### src/brf_pkg.sv
`timescale 1ns / 1ps
`default_nettype none
// ----------------------------------------------------------------------------
// brf_pkg
// shared constants for the byte ring fifo: request codes, widths and the
// field layout of the stream words
// ----------------------------------------------------------------------------
package brf_pkg;

  // defaults for the top level parameters
  localparam int DEPTH_DEF    = 256;
  localparam int MAX_PEEK_DEF = 64;

  // field widths
  localparam int BYTE_W = 8;
  localparam int REQ_W  = 3;
  localparam int CNT_F_W = 9;   // capacity, amount, done_count, level

  // request codes
  localparam logic [REQ_W-1:0] REQ_PUSH  = 3'd0;
  localparam logic [REQ_W-1:0] REQ_POP   = 3'd1;
  localparam logic [REQ_W-1:0] REQ_PEEK  = 3'd2;
  localparam logic [REQ_W-1:0] REQ_DROP  = 3'd3;
  localparam logic [REQ_W-1:0] REQ_CLEAR = 3'd4;

  // input tdata layout
  localparam int IN_TDATA_W  = 24;
  localparam int ID_BYTE_LSB = 0;
  localparam int ID_AMT_LSB  = 8;

  // output tdata layout
  localparam int OUT_TDATA_W  = 32;
  localparam int OD_BYTE_LSB  = 0;
  localparam int OD_OK        = 8;
  localparam int OD_DONE_LSB  = 9;
  localparam int OD_LEVEL_LSB = 18;
  localparam int OD_FULL      = 27;
  localparam int OD_EMPTY     = 28;

  // configuration port
  localparam int CFG_ADDR_W = 3;
  localparam int CFG_DATA_W = 32;

endpackage
`default_nettype wire

### src/brf_wrap.sv
`timescale 1ns / 1ps
`default_nettype none
// ----------------------------------------------------------------------------
// brf_wrap
// shared pointer unit: adds a step to a ring pointer and wraps at the limit
// ----------------------------------------------------------------------------
module brf_wrap #(
  parameter int PTR_W = 8,
  parameter int CNT_W = 9
) (
  input  wire logic [PTR_W-1:0] base,
  input  wire logic [CNT_W-1:0] step,
  input  wire logic [CNT_W-1:0] limit,
  output logic      [PTR_W-1:0] res
);

  logic [CNT_W:0] sum;
  logic [CNT_W:0] wrapped;

  // base stays below the limit and step does not exceed it, so one subtract is enough
  always_comb begin
    sum     = (CNT_W+1)'(base) + (CNT_W+1)'(step);
    wrapped = (sum >= (CNT_W+1)'(limit)) ? sum - (CNT_W+1)'(limit) : sum;
    res     = wrapped[PTR_W-1:0];
  end

endmodule
`default_nettype wire

### src/byte_ring_fifo_with_peek_drop.sv
`timescale 1ns / 1ps
`default_nettype none
// ----------------------------------------------------------------------------
// byte_ring_fifo_with_peek_drop
// byte ring fifo with configurable capacity, push, pop, peek run, drop, clear
// ----------------------------------------------------------------------------
// One request enters per input transfer (tuser = request kind) and the block
// stays not ready until every result of that request has been transferred
// out. Push, drop, clear and unknown kinds give one result after the work
// states accept, length and action. Pop goes on from action to a wait for
// the registered storage read before its result. A peek of n bytes gives n
// results: the first one after the registered read, each further one through
// address, read and transfer; an empty peek gives a single result. These
// steps come from the single read port of the storage array and the one wrap
// adder that every pointer step and peek address goes through. Writing the
// capacity register empties the fifo; capacity 0 acts as 1 and values above
// DEPTH act as DEPTH. Storage has no reset and needs no clearing pass.
// ----------------------------------------------------------------------------
module byte_ring_fifo_with_peek_drop #(
  parameter int DEPTH    = brf_pkg::DEPTH_DEF,
  parameter int MAX_PEEK = brf_pkg::MAX_PEEK_DEF
) (
  input  wire logic                            clk,
  input  wire logic                            rst_n,
  // request stream
  input  wire logic                            in_tvalid,
  output logic                                 in_tready,
  // tdata: push_byte [7:0], amount [16:8], zero fill above
  input  wire logic [brf_pkg::IN_TDATA_W-1:0]  in_tdata,
  // tuser: req_type [2:0]
  input  wire logic [brf_pkg::REQ_W-1:0]       in_tuser,
  // result stream
  output logic                                 out_tvalid,
  input  wire logic                            out_tready,
  // tdata: read_byte [7:0], ok [8], done_count [17:9], level [26:18],
  //        full_res [27], empty_res [28], zero fill above
  output logic [brf_pkg::OUT_TDATA_W-1:0]      out_tdata,
  output logic                                 out_tlast,
  // configuration port
  input  wire logic                            cfg_psel,
  input  wire logic                            cfg_penable,
  input  wire logic                            cfg_pwrite,
  input  wire logic [brf_pkg::CFG_ADDR_W-1:0]  cfg_paddr,
  input  wire logic [brf_pkg::CFG_DATA_W-1:0]  cfg_pwdata,
  output logic [brf_pkg::CFG_DATA_W-1:0]       cfg_prdata,
  output logic                                 cfg_pready
);

  import brf_pkg::*;

  // widths that follow from the parameters
  localparam int PTR_W = $clog2(DEPTH);
  localparam int FILL_W = $clog2(DEPTH + 1);
  localparam int CW = (FILL_W > CNT_F_W) ? FILL_W : CNT_F_W;
  localparam int IDX_W = (MAX_PEEK > 1) ? $clog2(MAX_PEEK) : 1;
  localparam logic [CW-1:0] DEPTH_C = CW'(DEPTH);
  localparam logic [CW-1:0] MAXP_C = CW'(MAX_PEEK);
  localparam logic [CW-1:0] RST_ECAP = (DEPTH < 256) ? CW'(DEPTH) : CW'(256);

  // sequencer states
  localparam logic [2:0] S_IDLE = 3'd0;
  localparam logic [2:0] S_LEN  = 3'd1;
  localparam logic [2:0] S_ACT  = 3'd2;
  localparam logic [2:0] S_ADDR = 3'd3;
  localparam logic [2:0] S_READ = 3'd4;
  localparam logic [2:0] S_OUT  = 3'd5;

  // control state
  logic [2:0]         state_r, state_nxt;
  logic [PTR_W-1:0]   rp_r, rp_nxt;
  logic [PTR_W-1:0]   wp_r, wp_nxt;
  logic [CW-1:0]      fill_r, fill_nxt;
  logic [CNT_F_W-1:0] cap_r, cap_nxt;
  logic [CW-1:0]      ecap_r, ecap_nxt;
  logic               out_valid_r, out_valid_nxt;

  // request held for its whole run
  logic [REQ_W-1:0]   req_r;
  logic [BYTE_W-1:0]  byte_r;
  logic [CNT_F_W-1:0] amt_r;
  logic [CW-1:0]      len_r, len_nxt;
  logic [IDX_W-1:0]   idx_r, idx_nxt;

  // result register
  logic [OUT_TDATA_W-1:0] out_data_r;
  logic                   out_last_r;

  // storage
  logic [BYTE_W-1:0] mem [DEPTH];
  logic [BYTE_W-1:0] rdata_r;
  logic              mem_we;
  logic              mem_re;
  logic [PTR_W-1:0]  mem_raddr;

  // shared wrap unit
  logic [PTR_W-1:0] unit_base;
  logic [CW-1:0]    unit_step;
  logic [PTR_W-1:0] unit_res;

  // result load
  logic                   ld;
  logic [BYTE_W-1:0]      ld_byte;
  logic                   ld_ok;
  logic [CW-1:0]          ld_done;
  logic                   ld_last;
  logic [OUT_TDATA_W-1:0] ld_word;

  logic          in_xfer;
  logic          out_xfer;
  logic          cfg_wr;
  logic [CW-1:0] wcap;
  logic [CW-1:0] amt_ext;
  logic          at_last;

  assign in_tready  = (state_r == S_IDLE);
  assign in_xfer    = in_tvalid & in_tready;
  assign out_tvalid = out_valid_r;
  assign out_tdata  = out_data_r;
  assign out_tlast  = out_last_r;
  assign out_xfer   = out_valid_r & out_tready;

  // apb: single register at byte address 0, no wait states
  assign cfg_pready = 1'b1;
  assign cfg_wr     = cfg_psel & cfg_penable & cfg_pwrite & cfg_pready & ~cfg_paddr[2];
  assign cfg_prdata = cfg_paddr[2] ? '0 : CFG_DATA_W'(cap_r);
  assign wcap       = CW'(cfg_pwdata[CNT_F_W-1:0]);

  assign amt_ext = CW'(amt_r);
  assign at_last = ((CW'(idx_r) + CW'(1)) == len_r);

  brf_wrap #(
    .PTR_W (PTR_W),
    .CNT_W (CW)
  ) u_wrap (
    .base  (unit_base),
    .step  (unit_step),
    .limit (ecap_r),
    .res   (unit_res)
  );

  // operand select for the wrap unit
  always_comb begin
    unit_base = rp_r;
    unit_step = CW'(1);
    case (state_r)
      S_ACT: begin
        case (req_r)
          REQ_PUSH: unit_base = wp_r;
          REQ_DROP: unit_step = len_r;
          default:  unit_base = rp_r;
        endcase
      end
      S_ADDR:  unit_step = CW'(idx_r);
      default: unit_step = CW'(1);
    endcase
  end

  // sequencer
  always_comb begin
    state_nxt     = state_r;
    rp_nxt        = rp_r;
    wp_nxt        = wp_r;
    fill_nxt      = fill_r;
    cap_nxt       = cap_r;
    ecap_nxt      = ecap_r;
    len_nxt       = len_r;
    idx_nxt       = idx_r;
    out_valid_nxt = out_valid_r;
    mem_we        = 1'b0;
    mem_re        = 1'b0;
    mem_raddr     = rp_r;
    ld            = 1'b0;
    ld_byte       = '0;
    ld_ok         = 1'b0;
    ld_done       = '0;
    ld_last       = 1'b1;

    case (state_r)
      S_IDLE: begin
        if (in_xfer) begin
          state_nxt = S_LEN;
        end
      end

      // run length for peek and drop, capped at the fill level (peek also at MAX_PEEK)
      S_LEN: begin
        len_nxt = (fill_r < amt_ext) ? fill_r : amt_ext;
        if (req_r == REQ_PEEK && len_nxt > MAXP_C) begin
          len_nxt = MAXP_C;
        end
        state_nxt = S_ACT;
      end

      S_ACT: begin
        state_nxt = S_OUT;
        ld        = 1'b1;
        case (req_r)
          REQ_PUSH: begin
            if (fill_r < ecap_r) begin
              mem_we   = 1'b1;
              wp_nxt   = unit_res;
              fill_nxt = fill_r + CW'(1);
              ld_ok    = 1'b1;
              ld_done  = CW'(1);
            end
          end
          REQ_POP: begin
            if (fill_r != '0) begin
              mem_re    = 1'b1;
              rp_nxt    = unit_res;
              fill_nxt  = fill_r - CW'(1);
              len_nxt   = CW'(1);
              idx_nxt   = '0;
              ld        = 1'b0;
              state_nxt = S_READ;
            end
          end
          REQ_PEEK: begin
            if (len_r != '0) begin
              mem_re    = 1'b1;
              idx_nxt   = '0;
              ld        = 1'b0;
              state_nxt = S_READ;
            end
          end
          REQ_DROP: begin
            rp_nxt   = unit_res;
            fill_nxt = fill_r - len_r;
            ld_ok    = (len_r != '0);
            ld_done  = len_r;
          end
          REQ_CLEAR: begin
            rp_nxt   = '0;
            wp_nxt   = '0;
            fill_nxt = '0;
            ld_ok    = 1'b1;
          end
          default: ld_ok = 1'b0;
        endcase
      end

      // next peek address through the wrap unit
      S_ADDR: begin
        mem_re    = 1'b1;
        mem_raddr = unit_res;
        state_nxt = S_READ;
      end

      S_READ: begin
        ld        = 1'b1;
        ld_byte   = rdata_r;
        ld_ok     = 1'b1;
        ld_done   = len_r;
        ld_last   = at_last;
        state_nxt = S_OUT;
      end

      S_OUT: begin
        if (out_xfer) begin
          out_valid_nxt = 1'b0;
          if (out_last_r) begin
            state_nxt = S_IDLE;
          end else begin
            idx_nxt   = idx_r + IDX_W'(1);
            state_nxt = S_ADDR;
          end
        end
      end

      default: state_nxt = S_IDLE;
    endcase

    if (ld) begin
      out_valid_nxt = 1'b1;
    end

    // capacity write empties the fifo; the user must write only while idle, not enforced here
    if (cfg_wr) begin
      cap_nxt  = cfg_pwdata[CNT_F_W-1:0];
      ecap_nxt = (wcap == '0) ? CW'(1) : ((wcap > DEPTH_C) ? DEPTH_C : wcap);
      rp_nxt   = '0;
      wp_nxt   = '0;
      fill_nxt = '0;
    end
  end

  // result word, flags taken from the fill level after the request
  always_comb begin
    ld_word                             = '0;
    ld_word[OD_BYTE_LSB +: BYTE_W]      = ld_byte;
    ld_word[OD_OK]                      = ld_ok;
    ld_word[OD_DONE_LSB +: CNT_F_W]     = ld_done[CNT_F_W-1:0];
    ld_word[OD_LEVEL_LSB +: CNT_F_W]    = fill_nxt[CNT_F_W-1:0];
    ld_word[OD_FULL]                    = (fill_nxt == ecap_r);
    ld_word[OD_EMPTY]                   = (fill_nxt == '0);
  end

  // control registers
  always_ff @(posedge clk) begin
    if (!rst_n) begin
      state_r     <= S_IDLE;
      rp_r        <= '0;
      wp_r        <= '0;
      fill_r      <= '0;
      cap_r       <= CNT_F_W'(256);
      ecap_r      <= RST_ECAP;
      out_valid_r <= 1'b0;
    end else begin
      state_r     <= state_nxt;
      rp_r        <= rp_nxt;
      wp_r        <= wp_nxt;
      fill_r      <= fill_nxt;
      cap_r       <= cap_nxt;
      ecap_r      <= ecap_nxt;
      out_valid_r <= out_valid_nxt;
    end
  end

  // request and run registers
  always_ff @(posedge clk) begin
    if (in_xfer) begin
      req_r  <= in_tuser;
      byte_r <= in_tdata[ID_BYTE_LSB +: BYTE_W];
      amt_r  <= in_tdata[ID_AMT_LSB +: CNT_F_W];
    end
    len_r <= len_nxt;
    idx_r <= idx_nxt;
  end

  // result register
  always_ff @(posedge clk) begin
    if (ld) begin
      out_data_r <= ld_word;
      out_last_r <= ld_last;
    end
  end

  // storage array, one write and one registered read
  always_ff @(posedge clk) begin
    if (mem_we) begin
      mem[wp_r] <= byte_r;
    end
    if (mem_re) begin
      rdata_r <= mem[mem_raddr];
    end
  end

endmodule
`default_nettype wire

### config.mk
export PLATFORM = sky130hd
export DESIGN_NAME = byte_ring_fifo_with_peek_drop
export DESIGN_NICKNAME = d
export VERILOG_FILES = /design/src/brf_pkg.sv /design/src/brf_wrap.sv /design/src/byte_ring_fifo_with_peek_drop.sv
export SDC_FILE = /design/constraint.sdc
export NUM_CORES = 2
export LEC_CHECK = 0
export ABC_AREA = 1
export BUFFER_PORTS_ARGS = -buffer_cell sky130_fd_sc_hd__buf_2
export CAP_MARGIN = 20
export CORE_ASPECT_RATIO = 1.4
export CORE_MARGIN = 2
export CORE_UTILIZATION = 48
export DETAILED_ROUTE_END_ITERATION = 10
export HOLD_SLACK_MARGIN = 0.06
export SLEW_MARGIN = 15
export SYNTH_ARGS = -nofsm -noshare
export SYNTH_HDL_FRONTEND = slang
export SYNTH_SLANG_ARGS = --single-unit
### constraint.sdc
create_clock -name clk -period 6.6 [get_ports clk]
set_input_delay 0.99 -clock clk [delete_from_list [all_inputs] [get_ports clk]]
set_output_delay 0.99 -clock clk [all_outputs]
set_load 0.01 [all_outputs]
Yosys cells after proc, flatten, opt, wreduce, memory -nomap -nowiden:

Memories as Yosys holds them, arrays and structs flattened. A register that Yosys moved wholly into a read port is not among the register bits.
Index checks and enable logic that the tools add are counted.
W data, S select, Z words.

* $add $sub $neg: 7
* $mul: 0
* div/mod/pow operators: 0
* magnitude comparators: 5
* eq/ne operators: 21
* shifts and indexed selects: 0
* muxes and demuxes: 57
* bitwise operators: 7
* reduce and logical (&&, ||, !) cells: 20

Operators with widths (number)
* $mux W9: 12
* $pmux W9 S2: 4
* $mux W8: 6
* $pmux W9 S4: 1
* $mux W6: 4
* $pmux W6 S2: 2
* $pmux W8 S3: 1
* $logic_not A9 Y1: 2
* $lt A9 B9 Y1: 2
* $pmux W3 S6: 1
* $reduce_bool A9 Y1: 2
* $pmux W8 S2: 1
* $mux W1: 15
* $eq A3 B2 Y1 const B: 4
* $pmux W1 S2: 6
* $add A8 B9 Y10: 1
* $ge A10 B9 Y1: 1
* $ne A2 B2 Y1 const B: 5
* $reduce_bool A2 Y1: 5
* $add A9 B1 Y9 const B: 1
* $eq A3 B3 Y1 const B: 3
* $eq A7 B9 Y1: 1
* $eq A9 B9 Y1: 1
* $gt A9 B7 Y1 const B: 1
* 22 further kinds: 35

* flip-flop bits (word level): 112
* bits in latches: 0
* bits in writable memories: 2048
* memory bits (read-only): 0
* input bits: 69
* output and inout port bits: 68
* word-level logic and storage cells: 133
* memories kept: 1

Memories
* mem: words 256, width 8, read ports 1, clocked after Yosys merged registers in 1, write ports 1, line byte_ring_fifo_with_peek_drop.sv:89 `logic [BYTE_W-1:0] mem [DEPTH];`

Depth between registers and ports, before layout:

* depth in word-level cells: 8
* mapped depth: 42

Hierarchy:

A second synthesis with hierarchy kept.

* cell total of the unflattened synthesis: 9332
* area, all modules: 95947.0 µm²

By module, submodules not included
* byte_ring_fifo_with_peek_drop: times used 1, cells an instance 9169, area an instance 94993.6 µm², sequential area each 64632.0 µm²
* brf_wrap: times used 1, cells an instance 163, area an instance 953.4 µm², sequential area each 0.0 µm²

Worst setup path after synthesis:

No wires, ideal clock.

* path type: register to register
* start: register state_r[2]
* end: register rdata_r[6], read port of mem (data pin)
* library setup time: 0.254 ns
* arrival: 4.721 ns
* setup slack: 1.626 ns
* stages on the path, launching flop included: 40
* period minus slack after synthesis: 4.974 ns
* cells stage by stage: dfxtp_1 -> inv_2 -> nand2_2 -> nor2_2 -> inv_1 -> buf_1 -> nor2_1 -> a31oi_1 -> ha_1 -> inv_1 -> fa_1 -> nor2_1 -> o21ai_0 -> nand2_1 -> a21oi_1 -> o21ai_0 -> xor2_1 -> inv_1 -> [4 not listed] -> nand2_1 -> nand2_1 -> nand3_2 -> nand2_1 -> nand3_1 -> nand2_1 -> buf_4 -> buf_2 -> buf_2 -> nand2_1 -> nand3_1 -> nand3_1 -> nand3_1 -> nand3_1 -> nand3_1 -> nand3_1 -> nand3_1 -> nand2_1

* cells in the longest elaborated chain, start to end: 6

RTL lines
* start: declaration: line byte_ring_fifo_with_peek_drop.sv:69 `logic [2:0] state_r, state_nxt;`
* start signal: assignment: line byte_ring_fifo_with_peek_drop.sv:309 `state_r <= state_nxt;`
* $eq A3 B2 Y1: line byte_ring_fifo_with_peek_drop.sv:145, byte_ring_fifo_with_peek_drop.sv:178
* $pmux W9 S2 / $mux W8 (equally long branches): line byte_ring_fifo_with_peek_drop.sv:145 `case (state_r)`
* $add A8 B9 Y10: line brf_wrap.sv:22 `sum = (CNT_W+1)'(base) + (CNT_W+1)'(step);`
* $sub A8 B8 Y8 / $ge A10 B9 Y1 (equally long branches): line brf_wrap.sv:23 `wrapped = (sum >= (CNT_W+1)'(limit)) ? sum - (CNT_W+1)'(limit) : sum;`
* $mux W8: line brf_wrap.sv:23
* $mux W8: line byte_ring_fifo_with_peek_drop.sv:178 `case (state_r)`
* end: declaration: line byte_ring_fifo_with_peek_drop.sv:90 `logic [BYTE_W-1:0] rdata_r;`

Parallel ways exist; a longest one is shown, timed or not.
A chain may end at the register's enable or synchronous reset.

Worst setup path in the final report:

* start: register state_r[2]
* end: register rdata_r[4], read port of mem (data pin)

Same word-level chain as after synthesis.

==> flow_summary.yaml <==
timing:
  hold_ws_ps: 324
  period_share_pct: 93.7
  hold_violations: 0
  max_freq_mhz: 162
  maxSlewViolCount: 0
  max_slew.worst_pin.slew_ps: 1190
  period_minus_slack_ps: 6180
  relSlewSlack_pct: 20.4
  skew_ps: 30.4
  fin_ws_ps: 416
  finalSetupViolCount: 0
pwr:
  vdd_drop_max_mv: 0.347
  leakage_nw: 43.7
  power_w: 0.0331
  power_density_nw_per_um2: 309
status:
  outcome: "finished, final reports clean"
setup_path:
  start_kind: "flop"
  worstReg2RegStart: "state_r[2]$_SDFFE_PN0P_"
  cp-startpoint: "state_r[2]$_SDFFE_PN0P_"
  slowest_delay_ps: 440
  end_kind: "flop"
  crit_required_ps: 7200
  worst-path-max-fanout: 45
  slowest_stage: "fa_1"
  r2r-end: "rdata_r[4]$_DFFE_PP_"
  worstRegToRegCells: 37
  crit_type: "flop to flop"
  cp_common_cell: "nand2_1"
  crit_arrival_ps: 6790
  r2r_setup_slack_ps: 420
synthesis:
  yosys_register_bits: 2168
  yosysMostFrequentCell: "nand2_1"
  ys.warnings.count: 0
  synth_ff_type: "edfxtp_1"
  yosys-top-cells-count: "nand2_1 (2559), edfxtp_1 (2121), nand3_1 (1782)"
  synth_cells: 9462
  synthTopCellsByArea: "edfxtp_1 (66%), nand2_1 (10%), nand3_1 (9.3%), inv_1 (6.3%), buf_2 (1.8%)"
  yosysSeqAreaShare_pct: 67.1
  synth_top_area_share_pct: 66.2
  async_flop_share_pct: 0
  synth.distinct_cells: 53
  synth_area_um2: 96300
  syn_area_per_cell_um2: 10.2
  synth_largest_area_cell: "edfxtp_1"
  synth_edf_count: 2121
floorplan:
  chipWidth_um: 382
  ios: 137
  rows: 194
  start_util_pct: 48.2
  die_y_um: 534
  die-area_um2: 204000
  fp.coreArea_um2: 200000
clocking:
  cts_root_buf: "clkbuf_16"
  cts.sinks: 2168
  path_clk_slew_ps: 60
  htreeDepth: 4
  cts_tree: "built"
  clock_latency_ps: 860
  cts_setup_buffers: 0
  cts_buffers: 206
  cts_buffer_depth: 4
placed_design:
  place_hpwl_um: 159000
  placed_cells: 11933
  place_ws_ps: 376
  port-buffer-count: 77
  place_congestion: 0.923
global_routing:
  grt_max_degree: 163
  grt_pass1_wl_um: 392000
  grt_pass1_vias: 62944
  grtUsageTotal_pct: 25.6
  gr-total-overflow: 0
  antenna_found_initial: 8
min_path:
  hp-start: "in_tdata[15]"
  hold_depth: 1
  hp-class: "input pin to flop"
  min_to: "amt_ext[7]$_DFFE_PP_"
final_layout:
  final_layout_size_suffix_gt1_share_pct: 6.73
  multiInputGateArea_um2: 23200
  seq_area_um2: 64600
  syn2layout_area_growth_pct: 11.1
  fin_nets: 9613
  fillCellCount: 17435
  final_cells: 12304
flow_run:
  maxCapViolCount: 0
route:
  routed_via_density: 5.32
  num_vias: 65436
  drt_iter0_drc: 6361
  drtAntennaViolNets: 0
  wl_um: 264000
  drc_errors: 0
  firstDrtPassIters: 6
  wl_per_cell_um: 21.4
worst max-delay path, delay by kind of cell, from the launching register on:
kind	cells	cell delay, ps
buffers and inverters	7	920
and+or+nand+nor	23	2970
DFF	1	360
AOI/OAI and AO/OA	3	520
adders and majority gates	3	970
xor gates and xnor gates	1	140
flip-flops by register name, indices dropped and copies added, names as in the netlist:
| name | count |
|---|---|
| byte_r | 8 |
| amt_ext | 9 |
| mem | 2048 |
| state_r | 3 |
| req_r | 3 |
| out_tlast | 1 |
| len_r | 9 |
| ecap_r | 9 |
| out_tdata | 29 |
| idx_r | 6 |
| fill_r | 9 |
| cap_r | 9 |
| rp_r | 8 |
| out_tvalid | 1 |
| rdata_r | 8 |
| wp_r | 8 |
logic make-up after synthesis:
| logic type | Yosys count | synth area share, % |
|---|---|---|
| AOI/OAI and AO/OA | 313 | 1.90 |
| xor gates and xnor gates | 25 | 0.227 |
| adders and majority gates | 47 | 0.634 |
| buffers and inverters | 2145 | 9.05 |
| DFF | 2168 | 67.1 |
| other | 2 | 0.00780 |
| and+or+nand+nor | 4762 | 21.0 |
metal layers:
layer | wire, um | GRT usage [%] | share of wire (%) | vias to the layer above
li1 | - | - | - | 31050
met4 | 13000 | 12.8 | 4.9 | 0
met5 | 0 | 0 | 0 | -
met3 | 17800 | 2.86 | 6.8 | 522
met1 | 105000 | 33.2 | 40 | 31444
met2 | 128000 | 42.6 | 49 | 2420
what timing repair did:
item	CTS	global route
resized for setup	0	19
setup endpoints to repair	0	8
hold buffers	0	0
metrics by stage:
step	area, um^2	utilization [%]	TNS [ps]
6_report	107000	53.6	0
5_1_grt	107000	53.6	-0.189
4_1_cts	107000	53.5	0
3_5_place_dp	100000	50.4	0
3_3_place_gp	100000	50.3	0
2_1_floorplan	96400	-	0
report_power, final:
part | internal (W) | total (W) | switching [W]
sequential | 0.0159 | 0.0161 | 0.000111
combinational | 0.00150 | 0.00566 | 0.00416
clock | 0.00634 | 0.0114 | 0.00503
total | 0.0238 | 0.0331 | 0.00930
final cells by class:
cell class / instances / area share [%]
timing repair buffer: 326 / 3.17
clock buffer: 258 / 5.07
antenna: 8 / 0.0187
tap: 2646 / 3.10
multi-input combinational: 5174 / 21.7
sequential: 2168 / 60.4
inverter: 1621 / 5.70
clock inverter: 103 / 0.814
worst max path at each step:
stage | to | slack (ps)
2_1_floorplan | rdata_r[6]$_DFFE_PP_ | 1630
3_3_place_gp | rdata_r[7]$_DFFE_PP_ | 410
3_5_place_dp | rdata_r[6]$_DFFE_PP_ | 380
4_1_cts | rdata_r[3]$_DFFE_PP_ | 340
5_1_grt | rdata_r[4]$_DFFE_PP_ | -0.2
6_report | rdata_r[4]$_DFFE_PP_ | 420
cells in the final DEF (no fill, tap or decap), drive strengths merged, types with 7 or more instances in the layout:
| cell | instances |
|---|---|
| xor2 | 18 |
| bufinv | 14 |
| clkbuf | 259 |
| edfxtp | 2121 |
| conb | 27 |
| nand2 | 2562 |
| buf | 325 |
| clkinvlp | 11 |
| nor3 | 15 |
| o21ai | 158 |
| a21oi | 55 |
| xnor2 | 7 |
| o22ai | 16 |
| dfxtp | 47 |
| ha | 44 |
| inv | 1623 |
| nand4 | 15 |
| o211ai | 58 |
| diode | 8 |
| nor2 | 375 |
| clkinv | 76 |
| nand3 | 1784 |
Power figures use the tool's default switching activity.
